$ cat src/mfd_pkg.sv
`timescale 1ns / 1ps
// ----------------------------------------------------------------------------
// mfd_pkg: shared types and constants of the min-front deque
// Sizes, action and status codes, and ring pointer helpers.
// ----------------------------------------------------------------------------
package mfd_pkg;

   // Ring size and width of a stored value.
   localparam int DEPTH       = 16;
   localparam int VALUE_WIDTH = 32;

   // Fixed widths of the channel fields.
   localparam int ACTION_W = 2;
   localparam int DATA_W   = 32;
   localparam int POS_W    = 4;
   localparam int STATUS_W = 2;
   localparam int COUNT_W  = 5;

   // Internal widths that follow from the ring size.
   localparam int PTR_W = (DEPTH > 1) ? $clog2(DEPTH) : 1;
   localparam int CNT_W = $clog2(DEPTH + 1);
   localparam int CMP_W = (POS_W > CNT_W) ? POS_W : CNT_W;
   localparam int SUM_W = PTR_W + 2;

   typedef enum logic [ACTION_W-1:0] {
      ACT_PUSH = 2'd0,
      ACT_POP  = 2'd1,
      ACT_READ = 2'd2,
      ACT_NONE = 2'd3
   } action_type;

   typedef enum logic [STATUS_W-1:0] {
      STAT_OK    = 2'd0,
      STAT_EMPTY = 2'd1,
      STAT_FULL  = 2'd2
   } status_type;

   // Commands from the controller to the datapath.
   typedef struct packed {
      logic capture;
      logic scan_rd;
      logic mem_rd;
      logic finish;
   } mfd_cmd_type;

   // Status from the datapath to the controller.
   typedef struct packed {
      logic want_scan;
      logic want_read;
      logic scan_last;
      logic out_free;
   } mfd_stat_type;

   // Ring index that lies off entries past ptr.
   function automatic logic [PTR_W-1:0] wrap_add(input logic [PTR_W-1:0] ptr,
                                                 input logic [CNT_W-1:0] off);
      logic [SUM_W-1:0] sum;
      sum = SUM_W'(ptr) + SUM_W'(off);
      if (sum >= SUM_W'(DEPTH)) begin
         sum = sum - SUM_W'(DEPTH);
      end
      return PTR_W'(sum);
   endfunction

   // Ring index one before ptr.
   function automatic logic [PTR_W-1:0] wrap_dec(input logic [PTR_W-1:0] ptr);
      logic [PTR_W-1:0] res;
      if (ptr == '0) begin
         res = PTR_W'(DEPTH - 1);
      end else begin
         res = ptr - PTR_W'(1);
      end
      return res;
   endfunction

   function automatic logic pos_in_range(input logic [POS_W-1:0] pos,
                                         input logic [CNT_W-1:0] cnt);
      return CMP_W'(pos) < CMP_W'(cnt);
   endfunction

endpackage

$ cat src/mfd_ctrl.sv
`timescale 1ns / 1ps
// ----------------------------------------------------------------------------
// mfd_ctrl: sequencer of the min-front deque
// Steps one request through scan, read and commit, and gates the request side.
// ----------------------------------------------------------------------------
module mfd_ctrl import mfd_pkg::*; (
   input  logic         clock,
   input  logic         reset,
   input  logic         req_valid,
   output logic         req_stall,
   input  mfd_stat_type stat,
   output mfd_cmd_type  cmd
);

   typedef enum logic [4:0] {
      ST_IDLE  = 5'b00001,
      ST_SCAN  = 5'b00010,
      ST_DRAIN = 5'b00100,
      ST_READ  = 5'b01000,
      ST_FIN   = 5'b10000
   } state_type;

   state_type state_ff;
   state_type state_in;
   logic      accept;

   assign req_stall = (state_ff != ST_IDLE);
   assign accept    = req_valid && (state_ff == ST_IDLE);

   always_comb begin
      state_in    = state_ff;
      cmd         = '0;
      cmd.capture = accept;
      case (state_ff)
         ST_IDLE: begin
            if (accept) begin
               if (stat.want_scan) begin
                  state_in = ST_SCAN;
               end else if (stat.want_read) begin
                  state_in = ST_READ;
               end else begin
                  state_in = ST_FIN;
               end
            end
         end
         ST_SCAN: begin
            cmd.scan_rd = 1'b1;
            if (stat.scan_last) begin
               state_in = ST_DRAIN;
            end
         end
         // The last scanned entry is folded into the running minimum here.
         ST_DRAIN: begin
            state_in = ST_FIN;
         end
         ST_READ: begin
            cmd.mem_rd = 1'b1;
            state_in   = ST_FIN;
         end
         ST_FIN: begin
            if (stat.out_free) begin
               cmd.finish = 1'b1;
               state_in   = ST_IDLE;
            end
         end
         default: begin
            state_in = ST_IDLE;
         end
      endcase
   end

   always_ff @(posedge clock) begin
      if (reset) begin
         state_ff <= ST_IDLE;
      end else begin
         state_ff <= state_in;
      end
   end

endmodule

$ cat src/mfd_dp.sv
`timescale 1ns / 1ps
// ----------------------------------------------------------------------------
// mfd_dp: datapath of the min-front deque
// Entry memory, ring pointers, minimum scan and the result register.
// ----------------------------------------------------------------------------
module mfd_dp import mfd_pkg::*; (
   input  logic                       clock,
   input  logic                       reset,
   input  logic [ACTION_W-1:0]        req_action,
   input  logic signed [DATA_W-1:0]   req_value,
   input  logic [POS_W-1:0]           req_position,
   input  logic                       rsp_stall,
   input  mfd_cmd_type                cmd,
   output mfd_stat_type               stat,
   output logic                       rsp_valid,
   output logic [STATUS_W-1:0]        rsp_status,
   output logic signed [DATA_W-1:0]   rsp_data,
   output logic                       rsp_went_front,
   output logic [COUNT_W-1:0]         rsp_count
);

   logic signed [VALUE_WIDTH-1:0] mem [DEPTH];

   logic [ACTION_W-1:0]           op_ff;
   logic signed [VALUE_WIDTH-1:0] val_ff;
   logic [POS_W-1:0]              pos_ff;
   logic [PTR_W-1:0]              front_ff;
   logic [PTR_W-1:0]              front_in;
   logic [CNT_W-1:0]              count_ff;
   logic [CNT_W-1:0]              count_in;
   logic [CNT_W-1:0]              idx_ff;
   logic signed [VALUE_WIDTH-1:0] min_ff;
   logic                          first_ff;
   logic                          scan_vld_ff;
   logic signed [VALUE_WIDTH-1:0] rdata_ff;

   logic                          rsp_valid_ff;
   logic [STATUS_W-1:0]           rsp_status_ff;
   logic signed [DATA_W-1:0]      rsp_data_ff;
   logic                          rsp_went_front_ff;
   logic [COUNT_W-1:0]            rsp_count_ff;

   logic                          empty;
   logic                          full;
   logic [PTR_W-1:0]              raddr;
   logic [PTR_W-1:0]              waddr;
   logic                          we;
   logic [STATUS_W-1:0]           res_status;
   logic signed [DATA_W-1:0]      res_data;
   logic                          res_went_front;

   assign empty = (count_ff == '0);
   assign full  = (count_ff >= CNT_W'(DEPTH));

   assign stat.want_scan = (req_action == ACT_PUSH) && !empty && !full;
   assign stat.want_read = ((req_action == ACT_POP) && !empty) ||
                           ((req_action == ACT_READ) &&
                            pos_in_range(req_position, count_ff));
   assign stat.scan_last = (idx_ff == (count_ff - CNT_W'(1)));
   assign stat.out_free  = !rsp_valid_ff || !rsp_stall;

   always_comb begin
      if (cmd.scan_rd) begin
         raddr = wrap_add(front_ff, idx_ff);
      end else if (op_ff == ACT_POP) begin
         raddr = front_ff;
      end else begin
         raddr = wrap_add(front_ff, CNT_W'(pos_ff));
      end
   end

   // Outcome of the request, committed when the controller finishes it.
   always_comb begin
      res_status     = STAT_OK;
      res_data       = '0;
      res_went_front = 1'b0;
      we             = 1'b0;
      waddr          = front_ff;
      front_in       = front_ff;
      count_in       = count_ff;
      case (op_ff)
         ACT_PUSH: begin
            if (full) begin
               res_status = STAT_FULL;
            end else if (empty) begin
               we       = 1'b1;
               count_in = CNT_W'(1);
            end else if (val_ff < min_ff) begin
               we             = 1'b1;
               waddr          = wrap_dec(front_ff);
               front_in       = wrap_dec(front_ff);
               res_went_front = 1'b1;
               count_in       = count_ff + CNT_W'(1);
            end else begin
               we       = 1'b1;
               waddr    = wrap_add(front_ff, count_ff);
               count_in = count_ff + CNT_W'(1);
            end
         end
         ACT_POP: begin
            if (empty) begin
               res_status = STAT_EMPTY;
            end else begin
               res_data = DATA_W'(rdata_ff);
               count_in = count_ff - CNT_W'(1);
               // An emptied ring starts over at index zero.
               if (count_ff == CNT_W'(1)) begin
                  front_in = '0;
               end else begin
                  front_in = wrap_add(front_ff, CNT_W'(1));
               end
            end
         end
         ACT_READ: begin
            if (pos_in_range(pos_ff, count_ff)) begin
               res_data = DATA_W'(rdata_ff);
            end else begin
               res_status = STAT_EMPTY;
            end
         end
         default: begin
         end
      endcase
   end

   always_ff @(posedge clock) begin
      if (cmd.finish && we) begin
         mem[waddr] <= val_ff;
      end
      if (cmd.scan_rd || cmd.mem_rd) begin
         rdata_ff <= mem[raddr];
      end
   end

   always_ff @(posedge clock) begin
      if (cmd.capture) begin
         op_ff  <= req_action;
         val_ff <= VALUE_WIDTH'(req_value);
         pos_ff <= req_position;
      end
      if (cmd.capture) begin
         first_ff <= 1'b1;
      end else if (scan_vld_ff) begin
         first_ff <= 1'b0;
      end
      if (scan_vld_ff && (first_ff || (rdata_ff < min_ff))) begin
         min_ff <= rdata_ff;
      end
      if (cmd.finish) begin
         rsp_status_ff     <= res_status;
         rsp_data_ff       <= res_data;
         rsp_went_front_ff <= res_went_front;
         rsp_count_ff      <= COUNT_W'(count_in);
      end
   end

   always_ff @(posedge clock) begin
      if (reset) begin
         front_ff     <= '0;
         count_ff     <= '0;
         idx_ff       <= '0;
         scan_vld_ff  <= 1'b0;
         rsp_valid_ff <= 1'b0;
      end else begin
         scan_vld_ff <= cmd.scan_rd;
         if (cmd.capture) begin
            idx_ff <= '0;
         end else if (cmd.scan_rd) begin
            idx_ff <= idx_ff + CNT_W'(1);
         end
         if (cmd.finish) begin
            front_ff     <= front_in;
            count_ff     <= count_in;
            rsp_valid_ff <= 1'b1;
         end else if (!rsp_stall) begin
            rsp_valid_ff <= 1'b0;
         end
      end
   end

   assign rsp_valid      = rsp_valid_ff;
   assign rsp_status     = rsp_status_ff;
   assign rsp_data       = rsp_data_ff;
   assign rsp_went_front = rsp_went_front_ff;
   assign rsp_count      = rsp_count_ff;

endmodule

$ cat src/min_front_deque.sv
`timescale 1ns / 1ps
// ----------------------------------------------------------------------------
// min_front_deque: bounded ring deque that puts a new minimum at the front
// A push goes to the front when it is below every stored entry, else to the
// back; pop takes the front entry and read returns the entry at a position.
// ----------------------------------------------------------------------------
//   Channel   Direction   Handshake           Fields
//   req_*     in          req_valid/stall     action, value, position
//   rsp_*     out         rsp_valid/stall     status, data, went_front, count
//
// A push into a deque holding n entries (1 <= n < DEPTH) reads all n entries
// through the single read port of the entry memory to find the minimum, folds
// in the last read and then commits. Pop and in-range read do one memory read
// and then commit; all other requests go straight to commit. Reset is
// synchronous and empties the deque; entry contents are not cleared. A
// stalled response holds the commit step, while a finished response waiting
// in the output register does not block the next request.
// ----------------------------------------------------------------------------
module min_front_deque import mfd_pkg::*; (
   input  logic                      clock,
   input  logic                      reset,
   input  logic                      req_valid,
   output logic                      req_stall,
   input  logic [ACTION_W-1:0]       req_action,
   input  logic signed [DATA_W-1:0]  req_value,
   input  logic [POS_W-1:0]          req_position,
   output logic                      rsp_valid,
   input  logic                      rsp_stall,
   output logic [STATUS_W-1:0]       rsp_status,
   output logic signed [DATA_W-1:0]  rsp_data,
   output logic                      rsp_went_front,
   output logic [COUNT_W-1:0]        rsp_count
);

   mfd_cmd_type  cmd;
   mfd_stat_type stat;

   mfd_ctrl u_ctrl (
      .clock     (clock),
      .reset     (reset),
      .req_valid (req_valid),
      .req_stall (req_stall),
      .stat      (stat),
      .cmd       (cmd)
   );

   mfd_dp u_dp (
      .clock          (clock),
      .reset          (reset),
      .req_action     (req_action),
      .req_value      (req_value),
      .req_position   (req_position),
      .rsp_stall      (rsp_stall),
      .cmd            (cmd),
      .stat           (stat),
      .rsp_valid      (rsp_valid),
      .rsp_status     (rsp_status),
      .rsp_data       (rsp_data),
      .rsp_went_front (rsp_went_front),
      .rsp_count      (rsp_count)
   );

endmodule

$ cat config.mk
export PLATFORM = sky130hd
export DESIGN_NAME = min_front_deque
export DESIGN_NICKNAME = d
export VERILOG_FILES = /design/src/mfd_pkg.sv /design/src/mfd_ctrl.sv /design/src/mfd_dp.sv /design/src/min_front_deque.sv
export SDC_FILE = /design/constraint.sdc
export NUM_CORES = 1
export LEC_CHECK = 0
export BUFFER_PORTS_ARGS = -buffer_cell sky130_fd_sc_hd__buf_2
export CAP_MARGIN = 20
export CORE_MARGIN = 2
export CORE_UTILIZATION = 55
export CTS_CLUSTER_DIAMETER = 60
export DETAILED_ROUTE_END_ITERATION = 7
export PLACE_DENSITY_LB_ADDON = 0.15
export SKIP_CTS_REPAIR_TIMING = 1
export SLEW_MARGIN = 20
export SYNTH_ARGS = -nofsm -noshare
export SYNTH_HDL_FRONTEND = slang
export SYNTH_SLANG_ARGS = --single-unit
$ cat constraint.sdc
create_clock -name clock -period 11.2 [get_ports clock]
set_clock_uncertainty 0.05 [all_clocks]
set_input_delay 2.24 -clock clock [delete_from_list [all_inputs] [get_ports clock]]
set_output_delay 2.24 -clock clock [all_outputs]
set_load 0.01 [all_outputs]
==> results of run 1 <==
-- sequential cells by signal, indices dropped and copies added (netlist names) --
signal               cells
u_dp.mem               512
u_dp.min_ff             32
u_dp.rdata_ff           32
u_dp.rsp_data           32
u_dp.val_ff             32
u_ctrl.state_ff          5
u_dp.count_ff            5
u_dp.idx_ff              5
u_dp.rsp_count           5
u_dp.front_ff            4
u_dp.pos_ff              4
u_dp.op_ff               2
u_dp.rsp_status          2
u_dp.first_ff            1
u_dp.rsp_valid           1
u_dp.rsp_went_front      1
u_dp.scan_vld_ff         1
-- stage by stage --
step | instance area [um^2] | instances | setup WS, ps | util | hold slack, ps
global route | 31550 | 2333 | 5575 | 0.6301 | 441.9
floorplan | 27870 | 1486 | 3012 | - | 361.5
CTS | 31520 | 2331 | 5341 | 0.6296 | 432.4
finish | 31550 | 2334 | 5824 | 0.6302 | 436.4
detailed placement | 29280 | 2207 | 5196 | 0.5848 | 418.3
global placement | 29270 | 2207 | 5317 | 0.5847 | 418.5
-- worst register-to-register path, cell delays in order (launching register included) --
cell	delay [ps]
edfxtp_1	600
ha_1	550
nand3_1	160
nor3_1	540
a21boi_0	250
nor3_1	450
nand2b_1	290
and4_4	260
o31ai_4	690
and4b_2	1110
-- placed cells by master (no fill, tap or decap), types with 14 or more instances in the layout --
| master | n |
|---|---|
| a21o_1 | 23 |
| o21ai_0 | 21 |
| ha_1 | 89 |
| and2_1 | 34 |
| nor2_1 | 28 |
| nor3_1 | 14 |
| a21oi_1 | 66 |
| clkinv_1 | 15 |
| nand2_1 | 25 |
| edfxtp_1 | 654 |
| nor2b_1 | 35 |
| clkbuf_16 | 74 |
| inv_1 | 56 |
| dfxtp_1 | 22 |
| buf_2 | 83 |
| mux2i_1 | 40 |
| mux4_2 | 128 |
| buf_4 | 30 |
| a211oi_1 | 37 |
-- final timing paths --
check                endpoint               from  cells past startpoint
max          u_dp.mem[15][24]    u_dp.val_ff[31]                      9
min           u_dp.min_ff[11]  u_dp.rdata_ff[11]                      0
max reg2reg  u_dp.mem[15][24]    u_dp.val_ff[31]                      9
min reg2reg   u_dp.min_ff[11]  u_dp.rdata_ff[11]                      0
-- layer usage --
metal  vias up  GRT usage  routed length [um]
li1       6244          -                   -
met1      7340     0.3191               25460
met2       348     0.3789               29090
met3        66    0.03561                2978
met4         0    0.06209                1061
met5         -          0                   0
-- area by class of cell --
class | instances | area [um^2] | share of cell area
clock buffers | 86 | 1897 | 0.06012
diodes | 1 | 2.502 | 0.00007931
well taps | 672 | 840.8 | 0.02665
multi-input cells | 687 | 7466 | 0.2366
flip-flops and latches | 676 | 20080 | 0.6364
clock inverters | 38 | 345.3 | 0.01094
inverters | 57 | 214.0 | 0.006781
repair buffers | 117 | 706.9 | 0.02241
-- power by group --
part	leakage [nW]	internal [mW]	total, mW	switching, mW
clock	1.10	1.34	2.27	0.930
sequential	6.11	2.83	2.89	0.0580
combinational	3.47	0.172	0.382	0.210
-- cells by family (layout without fill, tap and decap cells) --
group | after synthesis | count (layout) | share of synthesized area
flip-flops | 676 | 676 | 0.7205
AND/OR/NAND/NOR | 206 | 206 | 0.04418
AO/OA/AOI/OAI | 201 | 201 | 0.04966
multiplexers | 168 | 168 | 0.1178
buffers and inverters | 123 | 298 | 0.01944
adder cells (fa/ha/maj) | 92 | 92 | 0.04211
XOR/XNOR | 20 | 20 | 0.006286
other | 0 | 1 | 0
==> flow_summary.ini, run 1 <==
[status]
status = finished clean

[layout]
nets = 1743
drive_above_1_share = 0.2306
syn2layout_area_growth_pct = 13.22
fillers = 3558

[sta]
slew_violations = 0
worstMarginPinSlew_ps = 1102
hold_viol_final = 0
min_period_ps = 5376
fin_tns_setup_ps = 0
period_share = 0.4800
grt_setup_unrepaired = false
slew_headroom = 0.2652
setup_viol = 0
max_freq_ghz = 0.1860

[global_routing]
grt_util_all_layers = 0.2284
grt_pass1_vias = 14380
grt_max_degree = 129
grt_pass1_wl_mm = 88.91
grt-ovfl-total = 0
grt_antenna_before_repair = 1

[logic_synthesis]
synth_area_leader_cell = edfxtp_1
synth_most_common_cell = edfxtp_1
synth_top_cell_area_share = 0.7047
ys.flop_type = edfxtp_1
synth_cell_types = 74
synth_edf_count = 654
netlist_area_mm2 = 0.02787
syn_inst = 1486
synth_commonest_cells = edfxtp_1 (654), mux4_2 (128), ha_1 (89), a21oi_1 (69), inv_1 (57)
yosys-top-cells-area = edfxtp_1 (70%), mux4_2 (10%), ha_1 (4.0%)
synthArstFlopShare = 0
yosys_warnings = 0
syn_nets = 1620
yosysSeqAreaShare = 0.7205
yosys_register_bits = 676
synth_area_per_cell_um2 = 18.75

[setup_path]
required_ps = 11340
slowest_stage = and4b_2
crit_buf_inv = 0
timing.reg2reg.setup_slack_ps = 5820
cp_cell_sequence = ha_1, nand3_1, nor3_1, a21boi_0, nor3_1, nand2b_1, and4_4, o31ai_4, and4b_2
crit_type = register to register
worst_path_most_repeated_cell = nor3_1
worstPathMaxFanout = 32
critPathCaptureType = register
crit_family = simple AND/OR/NAND/NOR gates
max_stage_delay_ps = 1110
arrival_ps = 5520
crit_path_start_kind = register

[power_and_ir_drop]
leakagePower_nw = 10.68
powerDensity_mw_per_mm2 = 175.7
total_power_mw = 5.545
ir_worst_vdd_uv = 142.7

[drt]
vias = 14000
routed_wl_mm = 58.59
drc = 0
first_pass_iters = 5
drt_iter0_markers = 1303
wl_per_cell_um = 25.10
vias_per_cell = 5.997
drt.antenna.violating_nets = 0

[cts]
h-tree-depth = 3
clk_latency_ps = 610
cts_sinks = 676
cts_buffers = 70
cts_buffer_depth = 3
cts_root_buf = clkbuf_16
clkTransAtPathRegs_ps = 60
cts_tree = done

[floorplan]
ios = 84
die_area_mm2 = 0.05248
fp.dieH_um = 229.1
start_util = 0.5566
coreArea_mm2 = 0.05007
die_x_um = 229.1
num_rows = 82

[placed_design]
dp.final_hpwl_mm = 33.64
place.gp.congestion = 0.8019
io_buffer_count = 83

[min_path]
min_path_type = register to register

[job]
maxCapViolations = 0
(Power assumes the default switching activity.)
==> inputs of run 2 (changes only) <==
Clock period 11.2 ns to 5.5 ns, I/O delays scaled along.
==> run 2 against run 1 <==
Net effect: flip-flop and latch count did not move; first-iteration DRC count rose by 9.4%; total power rose by 100%; via count rose by 1.9%; global-route usage rose by 1.1 points.
==> flow_summary.ini, run 2 (same netlist as run 1, synthesis figures left out) <==
[status]
status = finished clean

[setup_path]
arrival_ps = 5270
slowest_stage = o31ai_4
crit_cells = 11
crit_type = register to register
cp_cell_sequence = ha_1, nand3_1, nor3_1, a21boi_0, nor3_1, nand2b_1, and4_4, o31ai_4, buf_4, nor4b_4, buf_12
required_ps = 5720
worst_path_most_repeated_cell = nor3_1
max_stage_delay_ps = 620
timing.reg2reg.setup_slack_ps = 450
critPathCaptureType = register
ff2ff_path_depth = 11
crit_family = simple AND/OR/NAND/NOR gates
worstPathMaxFanout = 24
crit_buf_inv = 2
crit_path_start_kind = register

[floorplan]
ios = 84
coreArea_mm2 = 0.05007
die_x_um = 229.1
start_util = 0.5566
die_area_mm2 = 0.05248
num_rows = 82
fp.dieH_um = 229.1

[sta]
slew_violations = 0
fin_tns_setup_ps = 0
setup_viol = 0
hold_viol_final = 0
max_freq_ghz = 0.1981
grt_setup_unrepaired = false
slew_headroom = 0.2927
min_period_ps = 5049
period_share = 0.9180
worstMarginPinSlew_ps = 1058

[layout]
nets = 1763
layoutNonFillerInstCount = 2357
fillers = 3519
design_area_mm2 = 0.03173
final_cell_mix = edfxtp_1 (654), mux4_2 (128), ha_1 (89), buf_2 (83), clkbuf_16 (72)
syn2layout_area_growth_pct = 13.84
top_register = u_dp.mem
final_common_cell = edfxtp_1
n_antenna_cell = 0
largest_reg_flops = 512
drive_above_1_share = 0.2398

[cts]
clk_latency_ps = 600
cts_root_buf = clkbuf_16
cts_sinks = 676
cts_buffer_depth = 3
cts_tree = done
h-tree-depth = 3
cts_buffers = 70
clkTransAtPathRegs_ps = 60

[power_and_ir_drop]
ir_worst_vdd_uv = 290.5
leakagePower_nw = 10.78
total_power_mw = 11.20
powerDensity_mw_per_mm2 = 352.9

[drt]
drc = 0
vias_per_cell = 6.054
routed_wl_mm = 61.76
drt.antenna.violating_nets = 0
first_pass_iters = 7
vias = 14270
wl_per_cell_um = 26.20
drt_iter0_markers = 1426

[job]
maxCapViolations = 0

[min_path]
min_path_type = register to register
min_path_cells = 0

[placed_design]
dp.final_hpwl_mm = 36.32
placed_cells = 2229
placed_cell_area_mm2 = 0.02955
place.gp.congestion = 0.8032
io_buffer_count = 83

[global_routing]
grt_pass1_vias = 14570
grt_pass1_wl_mm = 92.34
grt_max_degree = 84
grt_antenna_before_repair = 0
grt-ovfl-total = 0
grt_util_all_layers = 0.2395
## run 2: metal layers
| metal | up-vias | share of wire | GRT usage |
|---|---|---|---|
| met5 | - | 0 | 0 |
| li1 | 6291 | - | - |
| met2 | 425 | 0.49 | 0.3895 |
| met1 | 7444 | 0.43 | 0.3386 |
| met4 | 0 | 0.026 | 0.06920 |
| met3 | 110 | 0.054 | 0.03959 |
## run 2: stage by stage
stage                 util  hold WS, ps  setup WS, ps
floorplan                -        361.5         -1548
global placement    0.5901        397.0         706.6
detailed placement  0.5901        406.2         525.7
CTS                 0.6336        433.5         512.3
global route        0.6336        445.5         306.4
finish              0.6336        439.6         451.2
## run 2: cell type report
cell class,count,area (um^2),share of cell area
timing repair buffer,137,945.9,0.02982
sequential,676,20080,0.6329
inverter,57,214.0,0.006744
clock buffer,81,1836,0.05786
clock inverter,47,342.8,0.01081
tap,672,840.8,0.02650
multi-input combinational,687,7467,0.2354
## run 2: final timing paths
| kind | startpoint | endpoint |
|---|---|---|
| setup / recovery | u_dp.val_ff[31] | u_dp.mem[5][18] |
| hold / removal | u_dp.rdata_ff[27] | u_dp.min_ff[27] |
| setup reg to reg | u_dp.val_ff[31] | u_dp.mem[5][18] |
| hold reg to reg | u_dp.rdata_ff[27] | u_dp.min_ff[27] |
## run 2: power breakdown
part	switching (mW)	total, mW	internal, mW
sequential	0.105	5.87	5.77
combinational	0.450	0.813	0.362
clock	1.92	4.51	2.59
## run 2: worst register-to-register path, cell delays in order (launching register included)
cell and delay [ps]:
edfxtp_1 610, ha_1 580, nand3_1 180, nor3_1 610, a21boi_0 250, nor3_1 420, nand2b_1 270, and4_4 250
o31ai_4 620, buf_4 280, nor4b_4 310, buf_12 290
